**src/mst_pkg.sv**
```systemverilog
// Shared types and constants for the spanning-tree cost block.
`timescale 1ns / 1ps

package mst_pkg;

  localparam int MAX_VERTICES_DEF = 64;
  localparam int WEIGHT_BITS_DEF  = 32;

  localparam int VTX_W    = 6;
  localparam int VCNT_W   = 7;
  localparam int WIN_W    = 32;
  localparam int COST_W   = 38;
  localparam int ACT_W    = 2;
  localparam int CFG_IDX_W = 1;
  localparam int CFG_W    = 7;

  localparam logic [CFG_IDX_W-1:0] REG_VERTEX_COUNT  = 1'b0;
  localparam logic [CFG_IDX_W-1:0] REG_SOURCE_VERTEX = 1'b1;

  localparam logic [VCNT_W-1:0] VCNT_RESET = 7'd64;

  typedef enum logic [ACT_W-1:0] {
    ACT_CLEAR = 2'd0,
    ACT_ADD   = 2'd1,
    ACT_RUN   = 2'd2,
    ACT_NONE  = 2'd3
  } action_e;

  // Controller to datapath
  typedef struct packed {
    logic cap;
    logic clr_wr;
    logic add_rd;
    logic add_wr_ab;
    logic add_wr_ba;
    logic run_init;
    logic take_src;
    logic pass_step;
    logic take;
    logic out_load;
  } cmd_t;

  // Datapath to controller
  typedef struct packed {
    logic clr_last;
    logic add_upd;
    logic n_zero;
    logic src_bad;
    logic issue_last;
    logic all_taken;
    logic found;
  } status_t;

endpackage

```
**src/mst_ctrl.sv**
```systemverilog
// Controller: sequences clear sweep, edge update and Prim passes.
`timescale 1ns / 1ps

module mst_ctrl (
  input  logic                          clk_i,
  input  logic                          rst_ni,
  input  logic                          in_valid_i,
  output logic                          in_ready_o,
  input  logic [mst_pkg::ACT_W-1:0]     action_i,
  output logic                          out_valid_o,
  input  logic                          out_ready_i,
  input  mst_pkg::status_t              status_i,
  output mst_pkg::cmd_t                 cmd_o,
  output logic                          disc_o
);
  import mst_pkg::*;

  typedef enum logic [3:0] {
    ST_CLR, ST_IDLE, ST_ADD_RD, ST_ADD_CHK, ST_ADD_BA,
    ST_RUN, ST_SRC, ST_PASS, ST_DRAIN, ST_EVAL, ST_FIN
  } state_e;

  state_e state_q;
  logic   accept;
  logic   out_free;

  assign in_ready_o = (state_q == ST_IDLE);
  assign accept     = in_valid_i && in_ready_o;
  assign out_free   = !out_valid_o || out_ready_i;

  always_comb begin
    cmd_o = '0;
    unique case (state_q)
      ST_CLR:     cmd_o.clr_wr    = 1'b1;
      ST_IDLE:    cmd_o.cap       = accept;
      ST_ADD_RD:  cmd_o.add_rd    = 1'b1;
      ST_ADD_CHK: cmd_o.add_wr_ab = status_i.add_upd;
      ST_ADD_BA:  cmd_o.add_wr_ba = 1'b1;
      ST_RUN:     cmd_o.run_init  = 1'b1;
      ST_SRC:     cmd_o.take_src  = 1'b1;
      ST_PASS:    cmd_o.pass_step = 1'b1;
      ST_DRAIN:   ;
      ST_EVAL:    cmd_o.take = !status_i.all_taken && status_i.found;
      ST_FIN:     cmd_o.out_load  = out_free;
      default:    ;
    endcase
  end

  always_ff @(posedge clk_i or negedge rst_ni) begin
    if (!rst_ni) begin
      state_q     <= ST_CLR;
      out_valid_o <= 1'b0;
      disc_o      <= 1'b0;
    end else begin
      if (out_valid_o && out_ready_i) out_valid_o <= 1'b0;
      unique case (state_q)
        ST_CLR: if (status_i.clr_last) state_q <= ST_IDLE;
        ST_IDLE: begin
          if (accept) begin
            unique case (action_e'(action_i))
              ACT_CLEAR: state_q <= ST_CLR;
              ACT_ADD:   state_q <= ST_ADD_RD;
              ACT_RUN:   state_q <= ST_RUN;
              ACT_NONE:  state_q <= ST_IDLE;
              default:   state_q <= ST_IDLE;
            endcase
          end
        end
        ST_ADD_RD:  state_q <= ST_ADD_CHK;
        ST_ADD_CHK: state_q <= status_i.add_upd ? ST_ADD_BA : ST_IDLE;
        ST_ADD_BA:  state_q <= ST_IDLE;
        ST_RUN: begin
          if (status_i.n_zero) begin
            disc_o  <= 1'b0;
            state_q <= ST_FIN;
          end else if (status_i.src_bad) begin
            disc_o  <= 1'b1;
            state_q <= ST_FIN;
          end else begin
            state_q <= ST_SRC;
          end
        end
        ST_SRC:   state_q <= ST_PASS;
        ST_PASS:  if (status_i.issue_last) state_q <= ST_DRAIN;
        ST_DRAIN: state_q <= ST_EVAL;
        ST_EVAL: begin
          if (status_i.all_taken) begin
            disc_o  <= 1'b0;
            state_q <= ST_FIN;
          end else if (!status_i.found) begin
            disc_o  <= 1'b1;
            state_q <= ST_FIN;
          end else begin
            state_q <= ST_PASS;
          end
        end
        ST_FIN: begin
          if (out_free) begin
            out_valid_o <= 1'b1;
            state_q     <= ST_IDLE;
          end
        end
        default: state_q <= ST_IDLE;
      endcase
    end
  end

  a_cmd_onehot: assert property (@(posedge clk_i) disable iff (!rst_ni)
    $onehot0(cmd_o))
    else $error("overlapping datapath commands");

  a_load_sets_valid: assert property (@(posedge clk_i) disable iff (!rst_ni)
    cmd_o.out_load |=> out_valid_o && state_q == ST_IDLE)
    else $error("result load did not present a result");

endmodule

```
**config.mk**
```make
export PLATFORM = sky130hd
export DESIGN_NAME = mst_ctrl
export DESIGN_NICKNAME = d
export VERILOG_FILES = /design/src/mst_pkg.sv /design/src/mst_ctrl.sv
export SDC_FILE = /design/constraint.sdc
export NUM_CORES = 1
export LEC_CHECK = 0
export BUFFER_PORTS_ARGS = -buffer_cell sky130_fd_sc_hd__buf_2
export CAP_MARGIN = 30
export CORE_ASPECT_RATIO = 0.8
export CORE_MARGIN = 2
export CORE_UTILIZATION = 25
export DETAILED_ROUTE_END_ITERATION = 7
export PLACE_DENSITY = 0.52
export SETUP_SLACK_MARGIN = 0.15
export SLEW_MARGIN = 5
export SYNTH_ARGS = -nofsm -noshare
export SYNTH_HDL_FRONTEND = slang
export SYNTH_SLANG_ARGS = --single-unit
```
**constraint.sdc**
```tcl
create_clock -name clk_i -period 1.75 [get_ports clk_i]
set_clock_uncertainty 0.05 [all_clocks]
set_input_delay 0.35 -clock clk_i [delete_from_list [all_inputs] [get_ports clk_i]]
set_output_delay 0.35 -clock clk_i [all_outputs]
set_load 0.02 [all_outputs]
```
* After elaboration in Yosys (flattened, before gate mapping)
Cells that the tools add are included.
** Operators by class
- Equality and inequality tests :: 19
- Mux-type cells :: 29
- Reduce and logical (&&, ||, !) cells :: 11
** Operators by type and width (number)
- 4-bit case mux with 10 select lines :: 1
- 4-bit two-way mux :: 8
- 1-bit two-way mux :: 17
- 4-bit by 3-bit == test with 1-bit output (second input constant) :: 4
- 4-bit case mux with 4 select lines :: 1
- 4-bit == test (second input constant) :: 3
- 4-bit by 2-bit == test with 1-bit output (second input constant) :: 2
- 2-bit inequality test (second input constant) :: 3
- 3-bit inequality test (second input constant) :: 2
- 2-bit == test (second input constant) :: 2
- 4-bit by 1-bit == test with 1-bit output (second input constant) :: 1
- 4-bit logical NOT :: 1
- 4-bit AND reduction :: 1
- 1-bit logical AND :: 3
- 3-bit two-way mux :: 1
- 3-bit AND reduction :: 1
- 2-bit by 1-bit == test with 1-bit output (second input constant) :: 1
- 1-bit logical NOT :: 2
- 2-bit logical NOT :: 1
- 2-bit by 1-bit inequality test with 1-bit output (second input constant) :: 1
- 1-bit case mux with 2 select lines :: 1
- 2-bit nonzero test :: 1
- 1-bit logical OR :: 1
** Storage, ports and cells
- Bits in registers :: 6
- Bits of input ports :: 13
- Output and inout bits :: 13
- Logic and storage cells :: 62

* Longest topological paths before layout
Gate-level depths: netlist of run 1.
- Word-level depth :: 4
- Depth in mapped cells :: 5
- Depth with buffers taken out :: 4

* Least setup slack after synthesis of run 1
Ideal clock, no wire load.
- Path type :: register to output
- From :: register state_q[1]
- To :: output port cmd_o[9] (netlist bit)
- Arrival time :: 1.547 ns
- Data required time :: 1.350 ns
- Setup slack :: -0.197 ns
- Stages on the path, launching flop included :: 5
- Buffers on the path :: 1
- Cell sequence :: dfrtp_1 > clkbuf_4 > nand2b_4 > nor3_1 > and2_1
** RTL lines
- start: declaration :: RTL line mst_ctrl.sv:23 : state_e state_q;
- start signal: assignment :: RTL line mst_ctrl.sv:70 : ST_ADD_CHK: state_q <= status_i.add_upd ? ST_ADD_BA : ST_IDLE;
- end: declaration :: RTL line mst_ctrl.sv:13 : output mst_pkg::cmd_t cmd_o,

==> impl_summary.txt, run 1 <==
----------------------------------------------------
[Critical path]
  Path type of the worst setup path ... flop to output pin
  Crit-path cells ... nand2b_4 -> nor3_4 -> and2_4 -> buf_6
  Largest delay share family, worst path ... simple AND/OR/NAND/NOR gates
  Critical Path Source Type ... flop
  Slowest cell on the critical path ... sky130_fd_sc_hd__dfrtp_2
  Worst EP arrival ... 1.31 ns
  Maximum fanout along the worst path ... 5
  Internal reg-to-reg setup slack ... 0.19 ns
  Crit path buffers/inverters ... 1
  Critical Path End Type ... output pin
  Crit path largest cell delay ... 0.46 ns
  Endpoint required time on the critical path ... 1.35 ns

[Placed design]
  Worst setup slack after placement ... 0.150 ns
  Post-place instance area ... 749 um2
  Detailed placer's ending HPWL ... 1260 um
  GPL Wtd Cong ... 0.834
  Number of input and output port buffers inserted ... 25

[Power and ir drop]
  IR drop worst, VDD ... 0.943 mV
  Reported leakage power ... 0.444 nW
  Power density over the cells ... 1720 nW/um2

[Clocking]
  Number of buffers added by the clock tree synthesis step ... 3
  Clock tree from TritonCTS ... yes
  CTS root buf ... sky130_fd_sc_hd__clkbuf_4
  Level count of the clock H-tree ... 1
  Clock slew at reported path FFs ... 0.05 ns
  Clock Latency Late Sink ... 0.25 ns
  Clock tree buffer depth ... 2
  Number of sinks driven by the clock tree ... 6

[Synthesis]
  Sequential element share of the synthesized area ... 25.6%
  Post-synth cell types ... 32
  Most common flop cell mapped by yosys ... sky130_fd_sc_hd__dfrtp_1
  Register bit total from synthesis ... 6
  Number of cells produced by synthesis ... 70
  Synthesized area divided by synthesized cell count ... 8.37 um2
  Count of yosys warnings during synthesis ... 0
  EDFF count, synth ... 0
  Share of flip-flops with an asynchronous set or reset after synthesis ... 100%
  Post-synthesis net count ... 83
  Syn Std Cell Area ... 586 um2

[STA]
  Worst setup margin ... 0.0421 ns
  Fraction of the cycle the final worst path needs ... 97.6%
  Setup-violating endpoint count in the final report ... 0
  Time the final worst path needs with I/O delays and setup ... 1.71 ns
  Final hold violation count ... 0
  Max Freq ... 586 MHz
  RSZ-0062 raised after global routing ... true
  Headroom to the max-slew limit ... 82.8%
  Transition at the pin with the smallest max-transition slack ... 0.257 ns
  Count of pins over their slew limit ... 0

[Global route]
  First-pass GRT wire length ... 2890 um
  GRT Util Overall ... 14.3%
  Sum of overflow across all layers after global routing ... 0
  Via count of the first global-routing pass ... 672
  Pin count of the biggest net entering global routing ... 10
  Number of antenna violations at the first check in global routing ... 0

[Route]
  Via count ... 710
  Via density per instance ... 5.18
  DRC violations left ... 0
  Average detailed-routed wire length per instance ... 13.9 um
  Detailed-router iteration count before antenna repair ... 4
  ANT nets after route ... 0
  Count of routing violations after the opening detailed-route iteration ... 37
  Total length of routed wires ... 1910 um

[Layout]
  Fill cells ... 225
  Antenna diode count ... 0
  Total Nets Final ... 127
  Area growth, synth to finish ... 67.5%
  Highest-count cells in the layout ignoring fill and taps ... sky130_fd_sc_hd__buf_4 (19), sky130_fd_sc_hd__buf_2 (16), sky130_fd_sc_hd__nor2_1 (8), sky130_fd_sc_hd__a21oi_1 (6)
  Final non-filler cell area ... 981 um2
  Commonest non-fill, non-tap cell in the layout ... sky130_fd_sc_hd__buf_4
  Final core utilization ... 45.1%
  Fraction of final layout cells with drive strength greater than 1 ... 59.8%

[Die]
  Num ports ... 26
  Cell Rows ... 15
  Chip Height ... 47.3 um
  Initial standard-cell utilization of the core ... 26.9%
  Std-Cell Core Area ... 2180 um2
  Die extent in x ... 58.1 um
  Die Area ... 2750 um2

[Run]
  Number of max-cap violations ... 0

[Run status]
  Status ... finished clean

[Min path]
  Type of the most critical hold path ... input port to flop

----------------------------------------------------
==> cell families after synthesis <==
group,Yosys count,share of synthesized area [%]
muxes,1,2.56
AOI/OAI and AO/OA,21,24.4
buffers and inverters,7,6.84
DFF,6,25.6
and+or+nand+nor,35,40.6
==> cell type report <==
class | instances | area, um2 | share of cell area [%]
multi-input combinational | 57 | 448 | 45.7
timing repair buffer | 43 | 313 | 31.9
sequential | 6 | 155 | 15.8
tap | 25 | 31.3 | 3.19
clock buffer | 3 | 22.5 | 2.30
inverter | 3 | 11.3 | 1.15
==> report_power, final <==
group,internal (mW),switching (mW)
registers,0.197,0.0993
logic,0.655,0.604
clock network,0.0779,0.0552
==> path summary, 6_finish.rpt <==
check                                  from    endpoint  cells past startpoint
worst max register to register   state_q[2]  state_q[0]                      6
worst min register to register       disc_o      disc_o                      2
min in group asynchronous            rst_ni  state_q[1]                      2
worst min-delay path            status_i[6]  state_q[0]                      3
worst max-delay path             state_q[1]    cmd_o[9]                      4
max in group asynchronous            rst_ni  state_q[3]                      2
==> sequential cells by signal, summed over array words and instances, names as in the netlist <==
register and cells:
state_q 4, disc_o 1, out_valid_o 1
==> layer usage <==
| metal | global-route usage (%) | part of all wire (%) | up-vias |
|---|---|---|---|
| li1 | - | - | 342 |
| met5 | 0 | 0 | - |
| met3 | 4.68 | 6.4 | 4 |
| met4 | 5.12 | 1.4 | 0 |
| met2 | 24.3 | 47 | 28 |
| met1 | 17.4 | 45 | 336 |
==> worst min-delay path, cell delays in order <==
cell and delay (ns):
sky130_fd_sc_hd__buf_2 0.10, sky130_fd_sc_hd__inv_1 0.05, sky130_fd_sc_hd__a221oi_2 0.05
==> repair_timing <==
item / in CTS / in global routing
hold buffers: 1 / 0
gates resized for setup: 16 / 10
endpoints found under the setup margin: 11 / 12
pin swaps: 4 / 3
buffers inserted: 13 / 2
hold endpoints to repair: 6 / 0
==> metrics by stage <==
step | TNS (ns) | std cells | total power [mW] | hold slack, ns
CTS | 0 | 135 | 1.56 | 0.288
detailed placement | 0 | 118 | 1.13 | 0.138
global route | -0.0345 | 137 | 1.79 | 0.289
floorplan | 0 | 70 | 0.941 | 0.00441
finish | 0 | 137 | 1.69 | 0.287
global placement | 0 | 118 | 1.13 | 0.133
==> synth_stat cells, types with 2 or more instances <==
library cell / number / area, um2
sky130_fd_sc_hd__o21ai_1: 2 / 10.0
sky130_fd_sc_hd__buf_2: 2 / 10.0
sky130_fd_sc_hd__nor2_1: 10 / 37.5
sky130_fd_sc_hd__nor3_2: 2 / 20.0
sky130_fd_sc_hd__a31oi_1: 2 / 12.5
sky130_fd_sc_hd__inv_1: 3 / 11.3
sky130_fd_sc_hd__nor3_1: 6 / 30.0
sky130_fd_sc_hd__o21ai_0: 4 / 20.0
sky130_fd_sc_hd__nor3b_1: 2 / 15.0
sky130_fd_sc_hd__a21oi_1: 6 / 30.0
sky130_fd_sc_hd__nand2b_1: 3 / 18.8
sky130_fd_sc_hd__nand2b_4: 3 / 41.3
sky130_fd_sc_hd__dfrtp_1: 6 / 150
Note: power is estimated with default switching activity, not from simulation.
==> run 2, diff against run 1 <==
--- a/config.mk
+++ b/config.mk
@@ -7,13 +7,16 @@
 export LEC_CHECK = 0
 export BUFFER_PORTS_ARGS = -buffer_cell sky130_fd_sc_hd__buf_2
 export CAP_MARGIN = 30
+export CELL_PAD_IN_SITES_DETAIL_PLACEMENT = 1
+export CELL_PAD_IN_SITES_GLOBAL_PLACEMENT = 1
 export CORE_ASPECT_RATIO = 0.8
 export CORE_MARGIN = 2
 export CORE_UTILIZATION = 25
 export DETAILED_ROUTE_END_ITERATION = 7
-export PLACE_DENSITY = 0.52
+export PLACE_DENSITY = 0.67
 export SETUP_SLACK_MARGIN = 0.15
 export SLEW_MARGIN = 5
 export SYNTH_ARGS = -nofsm -noshare
 export SYNTH_HDL_FRONTEND = slang
 export SYNTH_SLANG_ARGS = --single-unit
+export TNS_END_PERCENT = 1
==> run 2 against run 1 <==
Final cell count rose by 2.9%; sequential power is essentially flat; maximum frequency decreased by 0.93%; critical path type unchanged; largest power group unchanged; highest routed layer is now met3.
==> impl_summary.txt, run 2 (same netlist as run 1, synthesis figures left out) <==
----------------------------------------------------
[Power and ir drop]
  Reported leakage power ... 0.460 nW
  Power density over the cells ... 1710 nW/um2
  Switching Power ... 752 uW
  Clock power share ... 8.0%
  Share of power burned in registers ... 18.2%
  Logic gate share of total power ... 73.8%
  Share of total power consumed by net switching ... 45.7%
  Pwr Total ... 1.64 mW
  IR drop worst, VDD ... 0.890 mV
  Internal power ... 892 uW

[STA]
  Count of pins over their slew limit ... 0
  Fraction of the cycle the final worst path needs ... 98.5%
  Setup-violating endpoint count in the final report ... 0
  Headroom to the max-slew limit ... 82.4%
  Final hold violation count ... 0
  Max Freq ... 580 MHz
  Time the final worst path needs with I/O delays and setup ... 1.72 ns
  Transition at the pin with the smallest max-transition slack ... 0.263 ns
  RSZ-0062 raised after global routing ... true

[Min path]
  Type of the most critical hold path ... input port to flop

[Route]
  Count of routing violations after the opening detailed-route iteration ... 22
  Detailed-router iteration count before antenna repair ... 2
  Via density per instance ... 4.99
  DRC violations left ... 0
  ANT nets after route ... 0
  Via count ... 703
  Total length of routed wires ... 2160 um
  Average detailed-routed wire length per instance ... 15.3 um

[Clocking]
  Clock Latency Late Sink ... 0.25 ns
  Number of sinks driven by the clock tree ... 6
  Level count of the clock H-tree ... 1
  Clock tree buffer depth ... 2
  Clock slew at reported path FFs ... 0.05 ns
  CTS root buf ... sky130_fd_sc_hd__clkbuf_4
  Number of buffers added by the clock tree synthesis step ... 3
  Clock tree from TritonCTS ... yes

[Layout]
  Total Nets Final ... 131
  Top reg by flops ... state_q
  Fraction of final layout cells with drive strength greater than 1 ... 57.8%
  Biggest registers after layout ... state_q (4), disc_o (1), out_valid_o (1)
  Highest-count cells in the layout ignoring fill and taps ... sky130_fd_sc_hd__buf_2 (24), sky130_fd_sc_hd__buf_4 (20), sky130_fd_sc_hd__nor2_1 (10), sky130_fd_sc_hd__a21oi_1 (6)
  Final non-filler cell area ... 962 um2
  Commonest non-fill, non-tap cell in the layout ... sky130_fd_sc_hd__buf_2
  Area growth, synth to finish ... 64.3%
  Flip-flop count of the largest register, all copies and words added ... 4
  Antenna diode count ... 0

[Global route]
  Sum of overflow across all layers after global routing ... 0
  Via count of the first global-routing pass ... 696
  First-pass GRT wire length ... 3520 um
  Number of antenna violations at the first check in global routing ... 0
  Pin count of the biggest net entering global routing ... 9
  GRT Util Overall ... 17.4%

[Critical path]
  Maximum fanout along the worst path ... 6
  Critical Path Source Type ... flop
  Critical Path End Type ... output pin
  Path type of the worst setup path ... flop to output pin
  Worst EP arrival ... 1.32 ns
  Endpoint required time on the critical path ... 1.35 ns

[Die]
  Initial standard-cell utilization of the core ... 26.9%
  Chip Height ... 47.3 um
  Num ports ... 26
  Std-Cell Core Area ... 2180 um2
  Die Area ... 2750 um2
  Die extent in x ... 58.1 um
  Cell Rows ... 15

[Placed design]
  Post-place instance area ... 752 um2
  GPL Wtd Cong ... 0.823
  Detailed placer's ending HPWL ... 1450 um
  Number of input and output port buffers inserted ... 25

[Run status]
  Status ... finished clean

[Run]
  Number of max-cap violations ... 0

----------------------------------------------------
run 2: cell count changes in the layout (fill, tap and decap cells not counted), moves of 2 or more:
cell and change:
sky130_fd_sc_hd__nor3_2 -2, sky130_fd_sc_hd__buf_2 +8, sky130_fd_sc_hd__nor2_2 -2, sky130_fd_sc_hd__nor2_1 +2, sky130_fd_sc_hd__buf_6 -4, sky130_fd_sc_hd__nor3_1 +2
run 2: through the flow:
step                setup TNS, ns  hold slack, ns  utilization [%]  setup slack (ns)  instances
floorplan                       0         0.00441                -             0.103         70
global placement                0           0.132             34.5             0.147        119
detailed placement              0           0.135             34.5             0.110        119
CTS                             0           0.319             41.8            0.0519        137
global route             -0.00689           0.326             44.2          -0.00689        141
finish                          0           0.316             44.2            0.0261        141
run 2: worst max-delay path: stages, from the launching register on:
cell and delay [ns]:
sky130_fd_sc_hd__dfrtp_2 0.46, sky130_fd_sc_hd__buf_4 0.17, sky130_fd_sc_hd__nor4_4 0.27, sky130_fd_sc_hd__buf_4 0.18
run 2: layout make-up:
cell class	count	area (um2)
flip-flops and latches	6	155
repair buffers	47	312
fillers	285	1210
inverters	3	11.3
well taps	25	31.3
multi-input cells	57	430
clock buffers	3	22.5
run 2: routing by layer:
| metal | part of all wire [%] | global-route usage [%] |
|---|---|---|
| met5 | 0 | 0 |
| met4 | 0 | 1.40 |
| met3 | 4.3 | 2.48 |
| met2 | 50 | 33.2 |
| met1 | 46 | 22.1 |
run 2: worst paths after layout:
kind / from / endpoint / slack (ns) / depth (start not counted)
worst max-delay path: state_q[2] / cmd_o[8] / 0.03 / 3
max in group asynchronous: rst_ni / state_q[2] / 1.08 / 2
worst min register to register: disc_o / disc_o / 0.45 / 2
worst max register to register: state_q[3] / state_q[0] / 0.17 / 4
min in group asynchronous: rst_ni / state_q[3] / 0.41 / 2
worst min-delay path: status_i[6] / state_q[0] / 0.32 / 3
run 2: power by group through the flow:
stage          Combinational [mW]  Clock (mW)  Sequential (mW)
3_5_place_dp                0.844           0            0.329
6_report                     1.21       0.131            0.299
2_1_floorplan               0.688           0            0.248
3_3_place_gp                0.820           0            0.326
4_1_cts                      1.12       0.135            0.305
5_1_grt                      1.32       0.142            0.306
run 2: timing repair:
item / 4_1_cts / 5_1_grt
buffers inserted: 14 / 4
cloned: 0 / 0
endpoints found under the hold margin: 6 / 0
pin swaps: 1 / 1
resized for setup: 9 / 2
endpoints found under the setup margin: 12 / 13
hold buffers: 1 / 0
